File: src/rtl/core/mhbs_pkg.sv
`timescale 1ns / 1ps
`default_nettype none
// ----------------------------------------------------------------------------
// Mail header block scanner package
// Shared types, character codes and header name tables for the scanner.
// ----------------------------------------------------------------------------
package mhbs_pkg;

	localparam int NUM_NAMES = 4;
	localparam int NAME_SLOTS = 16;

	// Header name indexes
	localparam int NAME_RECEIVED = 0;
	localparam int NAME_DATE = 1;
	localparam int NAME_MSG_ID = 2;
	localparam int NAME_FROM = 3;

	localparam logic [7:0] CH_TAB = 8'h09;
	localparam logic [7:0] CH_LF = 8'h0A;
	localparam logic [7:0] CH_SPACE = 8'h20;
	localparam logic [7:0] CH_COLON = 8'h3A;

	localparam logic [7:0] HOP_MAX = 8'hFF;
	localparam logic [3:0] POS_MAX = 4'd15;

	// Lowercase header names, padded with zero bytes
	localparam logic [7:0] NAME_TEXT [NUM_NAMES][NAME_SLOTS] = '{
		'{"r", "e", "c", "e", "i", "v", "e", "d", ":",
			8'h00, 8'h00, 8'h00, 8'h00, 8'h00, 8'h00, 8'h00},
		'{"d", "a", "t", "e", ":",
			8'h00, 8'h00, 8'h00, 8'h00, 8'h00, 8'h00, 8'h00, 8'h00, 8'h00, 8'h00, 8'h00},
		'{"m", "e", "s", "s", "a", "g", "e", "-", "i", "d", ":",
			8'h00, 8'h00, 8'h00, 8'h00, 8'h00},
		'{"f", "r", "o", "m", ":",
			8'h00, 8'h00, 8'h00, 8'h00, 8'h00, 8'h00, 8'h00, 8'h00, 8'h00, 8'h00, 8'h00}
	};

	localparam logic [3:0] NAME_LEN [NUM_NAMES] = '{4'd9, 4'd5, 4'd11, 4'd5};

	typedef enum logic [1:0] {
		MODE_LINE_START = 2'd0,
		MODE_IN_NAME    = 2'd1,
		MODE_SKIP_LINE  = 2'd2,
		MODE_DONE       = 2'd3
	} mode_t;

	typedef struct packed {
		mode_t            mode;
		logic             cont_ok;
		logic [3:0]       name_pos;
		logic [NUM_NAMES-1:0] alive;
		logic             header_seen;
		logic [7:0]       rcv_count;
		logic [2:0]       found;
	} scan_state_t;

	localparam scan_state_t STATE_RESET = '{
		mode: MODE_LINE_START,
		cont_ok: 1'b0,
		name_pos: 4'd0,
		alive: '0,
		header_seen: 1'b0,
		rcv_count: 8'd0,
		found: 3'd0
	};

	typedef struct packed {
		logic [7:0] text_byte;
		logic       is_last;
	} in_word_t;

	typedef struct packed {
		logic       headers_present;
		logic [7:0] hop_count;
		logic       saw_date;
		logic       saw_message_id;
		logic       saw_from;
	} out_word_t;

endpackage
`default_nettype wire

File: src/rtl/core/mhbs_step.sv
`timescale 1ns / 1ps
`default_nettype none
// ----------------------------------------------------------------------------
// Mail header block scanner step
// Next-state logic for one byte: line mode and header name matching.
// ----------------------------------------------------------------------------
module mhbs_step (
	input  wire mhbs_pkg::scan_state_t cur,
	input  wire logic [7:0]            text_byte,
	output mhbs_pkg::scan_state_t      nxt
);

	logic                              is_alnum;
	logic [7:0]                        folded;
	mhbs_pkg::scan_state_t             base;
	mhbs_pkg::scan_state_t             matched;
	logic                              do_match;

	always_comb begin
		is_alnum = (text_byte >= "0" && text_byte <= "9") ||
			(text_byte >= "A" && text_byte <= "Z") ||
			(text_byte >= "a" && text_byte <= "z");
		folded = (text_byte >= "A" && text_byte <= "Z") ? (text_byte + 8'h20) : text_byte;
	end

	// Mode update; base carries the name reset at the start of a header name
	always_comb begin
		base = cur;
		do_match = 1'b0;
		unique case (cur.mode)
			mhbs_pkg::MODE_LINE_START: begin
				if (text_byte == mhbs_pkg::CH_SPACE || text_byte == mhbs_pkg::CH_TAB) begin
					base.mode = cur.cont_ok ? mhbs_pkg::MODE_SKIP_LINE : mhbs_pkg::MODE_DONE;
				end else if (is_alnum) begin
					base.cont_ok = 1'b1;
					base.name_pos = 4'd0;
					base.alive = '1;
					base.mode = mhbs_pkg::MODE_IN_NAME;
					do_match = 1'b1;
				end else if (text_byte == mhbs_pkg::CH_LF) begin
					base.mode = mhbs_pkg::MODE_DONE;
				end
			end
			mhbs_pkg::MODE_IN_NAME: begin
				if (text_byte == mhbs_pkg::CH_LF) begin
					base.mode = mhbs_pkg::MODE_DONE;
				end else begin
					do_match = 1'b1;
					if (text_byte == mhbs_pkg::CH_COLON) begin
						base.header_seen = 1'b1;
						base.mode = mhbs_pkg::MODE_SKIP_LINE;
					end
				end
			end
			mhbs_pkg::MODE_SKIP_LINE: begin
				if (text_byte == mhbs_pkg::CH_LF) begin
					base.mode = mhbs_pkg::MODE_LINE_START;
				end
			end
			mhbs_pkg::MODE_DONE: begin
				base = cur;
			end
			default: begin
				base = cur;
			end
		endcase
	end

	// Compare the folded byte against every live name at the current position
	always_comb begin
		matched = base;
		for (int k = 0; k < mhbs_pkg::NUM_NAMES; k++) begin
			if (base.alive[k]) begin
				if (base.name_pos >= mhbs_pkg::NAME_LEN[k] ||
					mhbs_pkg::NAME_TEXT[k][base.name_pos] != folded) begin
					matched.alive[k] = 1'b0;
				end else if (base.name_pos + 4'd1 == mhbs_pkg::NAME_LEN[k]) begin
					if (k == mhbs_pkg::NAME_RECEIVED) begin
						if (base.rcv_count != mhbs_pkg::HOP_MAX) begin
							matched.rcv_count = base.rcv_count + 8'd1;
						end
					end else if (k == mhbs_pkg::NAME_DATE) begin
						matched.found[0] = 1'b1;
					end else if (k == mhbs_pkg::NAME_MSG_ID) begin
						matched.found[1] = 1'b1;
					end else if (k == mhbs_pkg::NAME_FROM) begin
						matched.found[2] = 1'b1;
					end
				end
			end
		end
		if (base.name_pos != mhbs_pkg::POS_MAX) begin
			matched.name_pos = base.name_pos + 4'd1;
		end
		nxt = do_match ? matched : base;
	end

endmodule
`default_nettype wire

File: src/rtl/core/mail_header_block_scanner.sv
`timescale 1ns / 1ps
`default_nettype none
// A word marked last passes the input stage, then sets result_valid in the result register.
// Throughput: one input word per cycle while byte_stall is low; the scan state updates per retired word.
// Only a full, stalled result register holds back a last word in the input stage.
// Reset: arst_n clears the scan state and the valid bits of both registers.
// The scan state also returns to its reset value after each last word.
// ----------------------------------------------------------------------------
// Mail header block scanner
// Classifies the head of a message byte by byte, counts Received hops and
// flags Date, Message-ID and From headers; reports once per message.
// ----------------------------------------------------------------------------
module mail_header_block_scanner (
	input  wire  logic                 clk,
	input  wire  logic                 arst_n,
	input  wire  logic                 byte_valid,
	output logic                       byte_stall,
	input  wire  mhbs_pkg::in_word_t   byte_word,
	output logic                       result_valid,
	input  wire  logic                 result_stall,
	output mhbs_pkg::out_word_t        result_word
);

	// Input stage
	logic                  valid_s1;
	mhbs_pkg::in_word_t    word_s1;

	// Scan state and result register
	mhbs_pkg::scan_state_t state_q;
	mhbs_pkg::scan_state_t state_nxt;
	logic                  result_valid_q;
	mhbs_pkg::out_word_t   result_word_q;

	logic                  out_free;
	logic                  fire_s1;
	logic                  load_s1;

	// The result register frees up when empty or when its word is taken.
	assign out_free = !result_valid_q || !result_stall;
	// Retire the staged word; a last word also needs room for its result.
	assign fire_s1 = valid_s1 && (!word_s1.is_last || out_free);
	// Hold new input only while the staged word cannot retire.
	assign byte_stall = valid_s1 && !fire_s1;
	assign load_s1 = byte_valid && !byte_stall;

	mhbs_step u_step (
		.cur       (state_q),
		.text_byte (word_s1.text_byte),
		.nxt       (state_nxt)
	);

	// Input stage: control bit
	always_ff @(posedge clk or negedge arst_n) begin
		if (!arst_n) begin
			valid_s1 <= 1'b0;
		end else if (load_s1) begin
			valid_s1 <= 1'b1;
		end else if (fire_s1) begin
			valid_s1 <= 1'b0;
		end
	end

	// Input stage: payload
	always_ff @(posedge clk) begin
		if (load_s1) begin
			word_s1 <= byte_word;
		end
	end

	// Scan state: advance on each retired word, restart after the last one
	always_ff @(posedge clk or negedge arst_n) begin
		if (!arst_n) begin
			state_q <= mhbs_pkg::STATE_RESET;
		end else if (fire_s1) begin
			if (word_s1.is_last) begin
				state_q <= mhbs_pkg::STATE_RESET;
			end else begin
				state_q <= state_nxt;
			end
		end
	end

	// Result register: control bit
	always_ff @(posedge clk or negedge arst_n) begin
		if (!arst_n) begin
			result_valid_q <= 1'b0;
		end else if (fire_s1 && word_s1.is_last) begin
			result_valid_q <= 1'b1;
		end else if (!result_stall) begin
			result_valid_q <= 1'b0;
		end
	end

	// Result register: payload, taken from the state after the last byte
	always_ff @(posedge clk) begin
		if (fire_s1 && word_s1.is_last) begin
			result_word_q.headers_present <= state_nxt.header_seen;
			result_word_q.hop_count <= state_nxt.rcv_count;
			result_word_q.saw_date <= state_nxt.found[0];
			result_word_q.saw_message_id <= state_nxt.found[1];
			result_word_q.saw_from <= state_nxt.found[2];
		end
	end

	assign result_valid = result_valid_q;
	assign result_word = result_word_q;

endmodule
`default_nettype wire

File: config.mk
export PLATFORM = sky130hd
export DESIGN_NAME = mail_header_block_scanner
export DESIGN_NICKNAME = d
export VERILOG_FILES = /design/src/rtl/core/mhbs_pkg.sv /design/src/rtl/core/mhbs_step.sv /design/src/rtl/core/mail_header_block_scanner.sv
export SDC_FILE = /design/constraint.sdc
export NUM_CORES = 1
export LEC_CHECK = 0
export BUFFER_PORTS_ARGS = -buffer_cell sky130_fd_sc_hd__clkbuf_2
export CAP_MARGIN = 15
export CELL_PAD_IN_SITES_DETAIL_PLACEMENT = 0
export CELL_PAD_IN_SITES_GLOBAL_PLACEMENT = 1
export CORE_UTILIZATION = 40
export DETAILED_ROUTE_END_ITERATION = 12
export HOLD_SLACK_MARGIN = 0.08
export PLACE_DENSITY = 0.7
export SYNTH_ARGS = -nofsm -noshare
export SYNTH_HDL_FRONTEND = slang
export SYNTH_SLANG_ARGS = --single-unit
export TNS_END_PERCENT = 100
File: constraint.sdc
create_clock -name clk -period 5.8 [get_ports clk]
set_input_delay 0.29 -clock clk [delete_from_list [all_inputs] [get_ports clk]]
set_output_delay 0.29 -clock clk [all_outputs]
set_load 0.005 [all_outputs]
==> flow_metrics.py, run 1 <==
metrics = {
    "status": {
        "status": "finished, final reports clean",
    },
    "global_route": {
        "grt_remaining_overflow": 0,
        "grt_max_degree": 34,
        "grt_antenna_before_repair": 0,
        "grt_pass1_wl_mm": 14.9,
        "grt_pass1_vias": 2868,
        "grt_util_all_layers": 0.215,
    },
    "clocking": {
        "cts_setup_buffers": 0,
        "cts_buffers": 5,
        "path_clk_slew_ns": 0.09,
        "cts_root_buf": "clkbuf_8",
        "clk_path_buf_depth": 2,
        "cts_tree": "done",
        "clk-insertion-delay-late_ns": 0.30,
        "cts_sinks": 46,
        "cts_resized": 0,
        "htreeDepth": 2,
        "cts_hold_buf": 1,
    },
    "sta": {
        "tightest_slew_ns": 0.880,
        "maxSlewHeadroom": 0.413,
        "drv_slew": 0,
        "finalHoldViolations": 0,
        "timing.final.crit_share": 0.897,
        "timing.fmax_mhz": 192,
        "setup_ws_ns": 0.595,
        "fin_crit_ns": 5.20,
        "tns_ns": 0,
        "final.setup_skew_ns": 0.0112,
        "setup_violations": 0,
        "rsz0062_at_grt": "false",
    },
    "place": {
        "gp_congestion": 0.865,
        "io_buffers": 26,
        "dp_slack_ns": 0.701,
        "dp_hpwl_mm": 6.36,
    },
    "job": {
        "drv_cap": 0,
    },
    "yosys": {
        "avgSynthCellArea_um2": 8.72,
        "ys_ff_latch": 46,
        "synthArstFlopShare": 0.543,
        "ys_types": 72,
        "synthCells": 396,
        "syn_area_mm2": 0.00345,
        "seq_area_frac_synth": 0.364,
        "synth-edff-count": 21,
        "yosys_warnings": 0,
        "synthFlopType": "dfrtp_1",
        "syn-num-nets": 423,
    },
    "detailed_routing": {
        "wire_per_inst_um": 17.4,
        "routed-via-count": 3025,
        "vias_per_cell": 5.89,
        "drt_iter0_markers": 219,
        "drcViolationCount": 0,
        "postRouteAntennaNets": 0,
        "drt-pass1-iter-count": 4,
        "drt_wl_total_mm": 8.96,
    },
    "power_and_ir_drop": {
        "power_leakage_nw": 1.56,
        "power_density_mw_per_mm2": 313,
        "ir_drop_mv": 0.217,
    },
    "layout": {
        "areaGrowthSynthToFinish_pct": 8.12,
        "drive_above_1_share": 0.122,
        "n_antenna_cell": 0,
        "final_core_util": 0.450,
        "nNetsFinal": 435,
    },
    "floorplanning": {
        "die_w_um": 94.9,
        "start_util": 0.416,
        "core_mm2": 0.00830,
        "die_h_um": 94.9,
        "io_pins": 27,
        "core.rowCount": 33,
        "die-area_mm2": 0.00901,
    },
    "setup_path": {
        "path_max_fanout": 14,
        "crit_required_ns": 5.85,
        "worstSetupStartpointType": "register",
        "worstPathArrival_ns": 5.25,
        "end_kind": "register",
        "worst-r2r-setup-slack_ns": 0.60,
        "critPathKind": "reg2reg",
    },
    "min_path": {
        "hold_class": "in2reg",
    },
}
## layer usage
metal,up-vias,GRT usage,part of all wire
li1,1508,-,-
met1,1423,0.316,0.50
met2,83,0.326,0.43
met3,11,0.0322,0.047
met4,0,0.0581,0.017
met5,-,0,0
## critical path, stage by stage, from the launching register on
cell,delay (ns)
edfxtp_1,0.52
inv_1,0.21
ha_1,0.16
nor3b_1,0.25
o221a_2,0.30
o21a_1,0.38
nand2_1,0.12
buf_4,0.21
nand2_1,0.15
ha_1,0.39
nand2b_1,0.16
a31oi_1,0.13
a21oi_1,0.16
a21oi_1,0.05
o32a_1,0.30
a2111o_1,0.40
and4bb_1,0.55
nand2_1,0.16
mux2_1,0.35
## cell type report
type                    instances  area (um2)
well taps                     105         131
clock buffers                   5        68.8
fillers                       838        4570
inverters                      21        78.8
repair buffers                 30         163
clock inverters                 3        20.0
multi-input cells             304        2010
flip-flops and latches         46        1260
## power breakdown
part	internal (mW)	switching, mW
Combinational	0.203	0.329
Clock	0.0852	0.113
Sequential	0.381	0.0579
Total	0.669	0.500
## worst paths after layout
path	cells past startpoint	start	endpoint
setup / recovery	18	word_s1[6]$_DFFE_PP_	result_word[4]$_DFFE_PP_
hold / removal	1	byte_word[0]	word_s1[0]$_DFFE_PP_
setup reg to reg	18	word_s1[6]$_DFFE_PP_	result_word[4]$_DFFE_PP_
hold reg to reg	2	state_q[20]$_DFFE_PN0P_	state_q[20]$_DFFE_PN0P_
max in group asynchronous	2	arst_n	state_q[21]$_DFFE_PN0P_
min in group asynchronous	2	arst_n	state_q[16]$_DFFE_PN0P_
## through the flow
stage          total power [mW]  area (um2)  cells  hold WS (ns)
2_1_floorplan             0.835        3450    396      -0.00559
3_3_place_gp              0.971        3630    505         0.350
3_5_place_dp              0.967        3630    505         0.350
4_1_cts                    1.17        3730    514         0.144
5_1_grt                    1.26        3730    514         0.144
6_report                   1.17        3730    514         0.159
## placed cells by master (no fill, tap or decap), types with 3 or more instances in the layout
cell and instances:
o2111ai_1 3, mux2_2 3, dfrtp_1 25, buf_4 3, clkbuf_8 5, a21o_1 3
o21ai_0 14, and3b_1 3, a211oi_1 7, edfxtp_1 21, nand2b_1 7, nor3_1 11
clkbuf_2 26, xnor2_1 11, a211o_1 3, nand4_1 6, and2_1 6, nor2_1 36
nor3b_1 4, nand2_1 40, o22ai_1 4, nand3_1 12, and3_1 9, nor2b_1 5
mux2i_1 4, a21oi_1 16, nor4b_1 3, nor4_1 5, o211ai_1 4, xor2_1 6
inv_1 21, a31oi_1 11, o221ai_1 4, ha_1 14
## flip-flops by register name (all words and copies together), names as in the netlist
signal	flops
state_q	23
result_word	12
word_s1	9
result_valid	1
valid_s1	1
## cell families after synthesis
group	count (synthesis)	synth area share
AND/OR/NAND/NOR	158	0.238
AO/OA/AOI/OAI	107	0.227
buffers and inverters	46	0.0526
flip-flops	46	0.364
XOR/XNOR	17	0.0431
adder cells (fa/ha/maj)	14	0.0507
multiplexers	8	0.0246
## cell usage after synthesis (3+ instances only)
| cell type | count | area share |
|---|---|---|
| a21o_1 | 3 | 0.0065 |
| mux2i_1 | 4 | 0.012 |
| and3b_1 | 3 | 0.0076 |
| clkbuf_1 | 17 | 0.018 |
| a21oi_1 | 16 | 0.023 |
| nand2_1 | 40 | 0.043 |
| mux2_2 | 3 | 0.0098 |
| nor2b_1 | 5 | 0.0091 |
| nor2_1 | 36 | 0.039 |
| xor2_1 | 6 | 0.015 |
| nor4_1 | 5 | 0.0091 |
| o22ai_1 | 4 | 0.0072 |
| dfrtp_1 | 25 | 0.18 |
| nor3b_1 | 4 | 0.0087 |
| nor4b_1 | 3 | 0.0076 |
| o221ai_1 | 4 | 0.010 |
| a31oi_1 | 11 | 0.020 |
| xnor2_1 | 11 | 0.028 |
| inv_1 | 21 | 0.023 |
| a211oi_1 | 7 | 0.015 |
| and3_1 | 9 | 0.016 |
| o21ai_0 | 14 | 0.020 |
| a211o_1 | 3 | 0.0076 |
| nand4_1 | 6 | 0.011 |
| edfxtp_1 | 21 | 0.18 |
| o211ai_1 | 4 | 0.0087 |
| nand2b_1 | 7 | 0.013 |
| nand3_1 | 12 | 0.017 |
| nor3_1 | 11 | 0.016 |
| buf_2 | 7 | 0.010 |
| and2_1 | 6 | 0.011 |
| o2111ai_1 | 3 | 0.0076 |
| ha_1 | 14 | 0.051 |
No activity file was read; power rests on OpenSTA's default activity.
==> inputs of run 2 (changes only) <==
--- a/config.mk
+++ b/config.mk
@@ -8,10 +8,8 @@
 export BUFFER_PORTS_ARGS = -buffer_cell sky130_fd_sc_hd__clkbuf_2
 export CAP_MARGIN = 15
-export CELL_PAD_IN_SITES_DETAIL_PLACEMENT = 0
-export CELL_PAD_IN_SITES_GLOBAL_PLACEMENT = 1
 export CORE_UTILIZATION = 40
 export DETAILED_ROUTE_END_ITERATION = 12
 export HOLD_SLACK_MARGIN = 0.08
-export PLACE_DENSITY = 0.7
+export PLACE_DENSITY = 0.59
 export SYNTH_ARGS = -nofsm -noshare
 export SYNTH_HDL_FRONTEND = slang
==> constraint.sdc (replaced) <==
create_clock -name clk -period 5.8 [get_ports clk]
set_input_delay 0.58 -clock clk [delete_from_list [all_inputs] [get_ports clk]]
set_output_delay 0.58 -clock clk [all_outputs]
set_load 0.005 [all_outputs]
==> run 2 against run 1 <==
Net effect:
- clock-buffer cell count is 1 higher
- clock power increased by 31%
- die area unchanged
- first-iteration DRC count grew 22%
- utilization is 0.44 points higher
- worst setup slack improved by 0.17 ns
- via count grew 2.3%
- critical path depth unchanged
- global-route usage fell by 0.66 points
- sequential share of layout area decreased by 0.32 points
- cell area increased by 0.97%
- critical path type unchanged
- largest cell class unchanged
==> flow_metrics.py, run 2 (same netlist as run 1, synthesis figures left out) <==
metrics = {
    "status": {
        "status": "finished, final reports clean",
    },
    "place": {
        "gp_congestion": 0.891,
        "io_buffers": 26,
        "placed_area_mm2": 0.00364,
        "dp_hpwl_mm": 6.24,
        "dp_slack_ns": 0.854,
    },
    "clocking": {
        "htreeDepth": 2,
        "cts_tree": "done",
        "cts_root_buf": "clkbuf_8",
        "cts_resized": 0,
        "clk-insertion-delay-late_ns": 0.30,
        "cts_sinks": 46,
        "cts_hold_buf": 0,
        "path_clk_slew_ns": 0.09,
        "cts_buffers": 5,
        "clk_path_buf_depth": 2,
        "cts_setup_buffers": 0,
    },
    "power_and_ir_drop": {
        "power_leakage_nw": 1.58,
        "ir_drop_mv": 0.206,
        "power_density_mw_per_mm2": 324,
        "power.total_mw": 1.22,
    },
    "layout": {
        "register_area_mm2": 0.00126,
        "multi_input_area_mm2": 0.00201,
        "final_cell_mix": "nand2_1, nor2_1, clkbuf_2",
        "nNetsFinal": 435,
        "areaGrowthSynthToFinish_pct": 9.17,
        "mostFrequentLayoutCell": "nand2_1",
        "drive_above_1_share": 0.122,
        "largest_reg_flops": 23,
        "n_antenna_cell": 0,
        "fin_area_mm2": 0.00377,
        "fill_cells": 817,
        "top_register": "state_q",
    },
    "sta": {
        "maxSlewHeadroom": 0.291,
        "timing.final.crit_share": 0.868,
        "setup_ws_ns": 0.766,
        "holdWs_ns": 0.291,
        "finalHoldViolations": 0,
        "timing.fmax_mhz": 199,
        "drv_slew": 0,
        "fin_crit_ns": 5.03,
        "tns_ns": 0,
        "setup_violations": 0,
        "final.setup_skew_ns": 0.0129,
        "tightest_slew_ns": 1.06,
        "rsz0062_at_grt": "false",
    },
    "floorplanning": {
        "core.rowCount": 33,
        "io_pins": 27,
        "die_w_um": 94.9,
        "die-area_mm2": 0.00901,
        "core_mm2": 0.00830,
        "die_h_um": 94.9,
        "start_util": 0.416,
    },
    "global_route": {
        "grt_pass1_wl_mm": 14.5,
        "gr-max-usage-layer": "met2",
        "use_met2": 0.327,
        "grtUsageMet3": 0.0346,
        "grt_util_all_layers": 0.208,
        "met1_usage": 0.286,
        "grt_remaining_overflow": 0,
        "grt_max_degree": 34,
        "grt_pass1_vias": 2991,
        "grt_antenna_before_repair": 0,
    },
    "setup_path": {
        "worstPathArrival_ns": 5.09,
        "critPathKind": "reg2reg",
        "end_kind": "register",
        "path_max_fanout": 14,
        "crit_required_ns": 5.85,
        "r2r_cells": 18,
        "r2r_start": "word_s1[6]$_DFFE_PP_",
        "worstSetupStartpointType": "register",
        "startpoint": "word_s1[6]$_DFFE_PP_",
    },
    "detailed_routing": {
        "postRouteAntennaNets": 0,
        "drt-pass1-iter-count": 5,
        "drt_wl_total_mm": 8.60,
        "drcViolationCount": 0,
        "wire_per_inst_um": 16.7,
        "routed-via-count": 3095,
        "drt_iter0_markers": 267,
        "vias_per_cell": 6.02,
    },
    "min_path": {
        "hold_class": "in2async",
    },
    "job": {
        "drv_cap": 0,
    },
}
## run 2: cell types whose count changed in the layout (fill, tap and decap cells not counted)
cell           change
bufinv_16          +1
clkinv_1           +1
clkbuf_16          +1
dlygate4sd3_1      -1
clkinv_2           -1
inv_4              -1
clkinv_4           -1
buf_4              +1
## run 2: area by class of cell
cell class                      instances  share of cell area
Clock buffer                            6              0.0249
Clock inverter                          2             0.00896
Inverter                               21              0.0209
Multi-Input combinational cell        304               0.535
Sequential cell                        46               0.333
Tap cell                              105              0.0349
Timing Repair Buffer                   30              0.0425
## run 2: worst max-delay path: stages (launching register included)
cell and delay, ns:
edfxtp_1 0.52, inv_1 0.20, ha_1 0.17, nor3b_1 0.25, o221a_2 0.30, o21a_1 0.35, nand2_1 0.12, buf_4 0.21
nand2_1 0.15, ha_1 0.40, nand2b_1 0.16, a31oi_1 0.14, a21oi_1 0.16, a21oi_1 0.06, o32a_1 0.30, a2111o_1 0.41
and4bb_1 0.45, nand2_1 0.13, mux2_1 0.33
## run 2: per-layer routing
metal,vias to the layer above,wire [um],share of wire
met5,-,0,0
met1,1462,4070,0.47
met3,16,485,0.056
met2,116,3870,0.45
li1,1501,-,-
met4,0,173,0.020
## run 2: path summary, 6_finish.rpt
check / end / slack [ns]
setup / recovery: result_word[4]$_DFFE_PP_ / 0.77
min in group clk: word_s1[0]$_DFFE_PP_ / 0.46
hold reg to reg: state_q[20]$_DFFE_PN0P_ / 0.50
setup reg to reg: result_word[4]$_DFFE_PP_ / 0.77
hold / removal: state_q[6]$_DFFE_PN0P_ / 0.29
max in group asynchronous: state_q[21]$_DFFE_PN0P_ / 5.07
## run 2: metrics by stage
step	utilization	cells
after global routing	0.454	514
after global placement	0.439	506
after CTS	0.454	514
final	0.454	514
after detailed placement	0.439	506
after floorplan	-	396
## run 2: power by group
group	internal [mW]	switching [mW]	total, mW
clock network	0.153	0.106	0.259
registers	0.381	0.0691	0.450
logic	0.202	0.310	0.512
total	0.735	0.485	1.22
==> inputs of run 3 (changes only) <==
Clock period 5.8 ns to 5.63 ns, I/O delays scaled along.
==> run 3 against run 2 <==
Net effect:
- via count decreased by 0.52%
- global-route usage decreased by 0.50 points
- highest routed layer unchanged
- utilization decreased by 0.41 points
==> flow_metrics.py, run 3 (same netlist as run 1, synthesis figures left out) <==
metrics = {
    "power_and_ir_drop": {
        "power.total_mw": 1.23,
        "power_leakage_nw": 1.56,
        "power_density_mw_per_mm2": 330,
        "ir_drop_mv": 0.171,
    },
    "sta": {
        "tightest_slew_ns": 1.08,
        "maxSlewHeadroom": 0.279,
        "finalHoldViolations": 0,
        "setup_violations": 0,
        "tns_ns": 0,
        "timing.fmax_mhz": 193,
        "holdWs_ns": 0.281,
        "drv_slew": 0,
        "final.setup_skew_ns": 0.00725,
        "fin_crit_ns": 5.18,
        "timing.final.crit_share": 0.921,
        "rsz0062_at_grt": "false",
    },
    "clocking": {
        "cts_buffers": 5,
        "cts_root_buf": "clkbuf_8",
        "cts_sinks": 46,
        "path_clk_slew_ns": 0.08,
        "clk-insertion-delay-late_ns": 0.29,
        "cts_hold_buf": 0,
        "cts_resized": 0,
        "clk_path_buf_depth": 2,
        "cts_tree": "done",
        "cts_setup_buffers": 0,
        "htreeDepth": 2,
    },
    "global_route": {
        "use_met2": 0.320,
        "grt_antenna_before_repair": 0,
        "grt_pass1_wl_mm": 14.3,
        "grtUsageMet3": 0.0395,
        "grt_max_degree": 34,
        "met1_usage": 0.281,
        "gr-max-usage-layer": "met2",
        "grt_remaining_overflow": 0,
        "grt_pass1_vias": 2883,
        "grt_util_all_layers": 0.203,
    },
    "layout": {
        "fill_cells": 804,
        "nNetsFinal": 433,
        "n_antenna_cell": 0,
        "mostFrequentLayoutCell": "nand2_1",
        "final_cell_mix": "nand2_1, nor2_1, clkbuf_2",
        "register_area_mm2": 0.00126,
        "largest_reg_flops": 23,
        "multi_input_area_mm2": 0.00201,
        "top_register": "state_q",
        "areaGrowthSynthToFinish_pct": 8.19,
        "fin_area_mm2": 0.00373,
        "drive_above_1_share": 0.118,
    },
    "job": {
        "drv_cap": 0,
    },
    "setup_path": {
        "worstSetupStartpointType": "register",
        "crit_required_ns": 5.68,
        "end_kind": "register",
        "critPathKind": "reg2reg",
        "worstPathArrival_ns": 5.23,
        "path_max_fanout": 14,
    },
    "detailed_routing": {
        "drt_iter0_markers": 225,
        "drt-pass1-iter-count": 5,
        "drcViolationCount": 0,
        "wire_per_inst_um": 16.6,
        "routed-via-count": 3079,
        "vias_per_cell": 6.01,
        "drt_wl_total_mm": 8.48,
        "postRouteAntennaNets": 0,
    },
    "place": {
        "gp_congestion": 0.892,
        "dp_hpwl_mm": 6.15,
        "io_buffers": 26,
        "placed_area_mm2": 0.00363,
    },
    "floorplanning": {
        "io_pins": 27,
        "die_w_um": 94.9,
        "die-area_mm2": 0.00901,
        "start_util": 0.416,
        "core_mm2": 0.00830,
        "die_h_um": 94.9,
        "core.rowCount": 33,
    },
    "status": {
        "status": "finished, final reports clean",
    },
    "min_path": {
        "hold_class": "in2async",
    },
}
run 3: changes by cell type in the layout (fill, tap and decap cells not counted):
cell       before  now
buf_4           4    2
clkbuf_1        0    1
inv_4           0    1
clkinv_1        1    0
clkbuf_16       1    0
run 3: worst paths after layout:
| kind | slack, ns | from | cells past startpoint | endpoint |
|---|---|---|---|---|
| setup / recovery | 0.45 | word_s1[6]$_DFFE_PP_ | 18 | result_word[4]$_DFFE_PP_ |
| hold / removal | 0.28 | arst_n | 1 | state_q[7]$_DFFE_PN0P_ |
| setup reg to reg | 0.45 | word_s1[6]$_DFFE_PP_ | 18 | result_word[4]$_DFFE_PP_ |
| hold reg to reg | 0.50 | state_q[2]$_DFFE_PN0P_ | 1 | state_q[2]$_DFFE_PN0P_ |
| max in group asynchronous | 4.92 | arst_n | 1 | state_q[22]$_DFFE_PN0P_ |
| min in group clk | 0.44 | byte_word[0] | 1 | word_s1[0]$_DFFE_PP_ |
run 3: area by class of cell:
class                      instances  share of cell area
inverter                          21              0.0211
sequential                        46               0.336
tap                              105              0.0352
timing repair buffer              28              0.0389
clock buffer                       6              0.0194
clock inverter                     2             0.00972
multi-input combinational        304               0.539
run 3: stage by stage:
step           worst slack, ns  utilization  std cells
3_3_place_gp             0.700        0.437        504
3_5_place_dp             0.537        0.437        504
6_report                 0.447        0.450        512
5_1_grt                  0.122        0.450        512
2_1_floorplan            0.849            -        396
4_1_cts                  0.513        0.450        512
run 3: per-layer routing:
| metal | wire [um] | vias up |
|---|---|---|
| met5 | 0 | - |
| met4 | 165 | 0 |
| met3 | 479 | 14 |
| met2 | 3800 | 117 |
| met1 | 4040 | 1454 |
| li1 | - | 1494 |
run 3: power by group:
| part | switching [mW] | internal (mW) |
|---|---|---|
| Clock | 0.107 | 0.133 |
| Combinational | 0.321 | 0.208 |
| Sequential | 0.0701 | 0.392 |
| Total | 0.498 | 0.733 |
run 3: critical path, stage by stage (launching register included):
cell	delay [ns]
edfxtp_1	0.51
inv_1	0.21
ha_1	0.16
nor3b_1	0.24
o221a_2	0.29
o21a_1	0.38
nand2_1	0.12
buf_4	0.21
nand2_1	0.15
ha_1	0.41
nand2b_1	0.16
a31oi_1	0.15
a21oi_1	0.15
a21oi_1	0.05
o32a_1	0.30
a2111o_1	0.40
and4bb_1	0.54
nand2_1	0.17
mux2_1	0.33
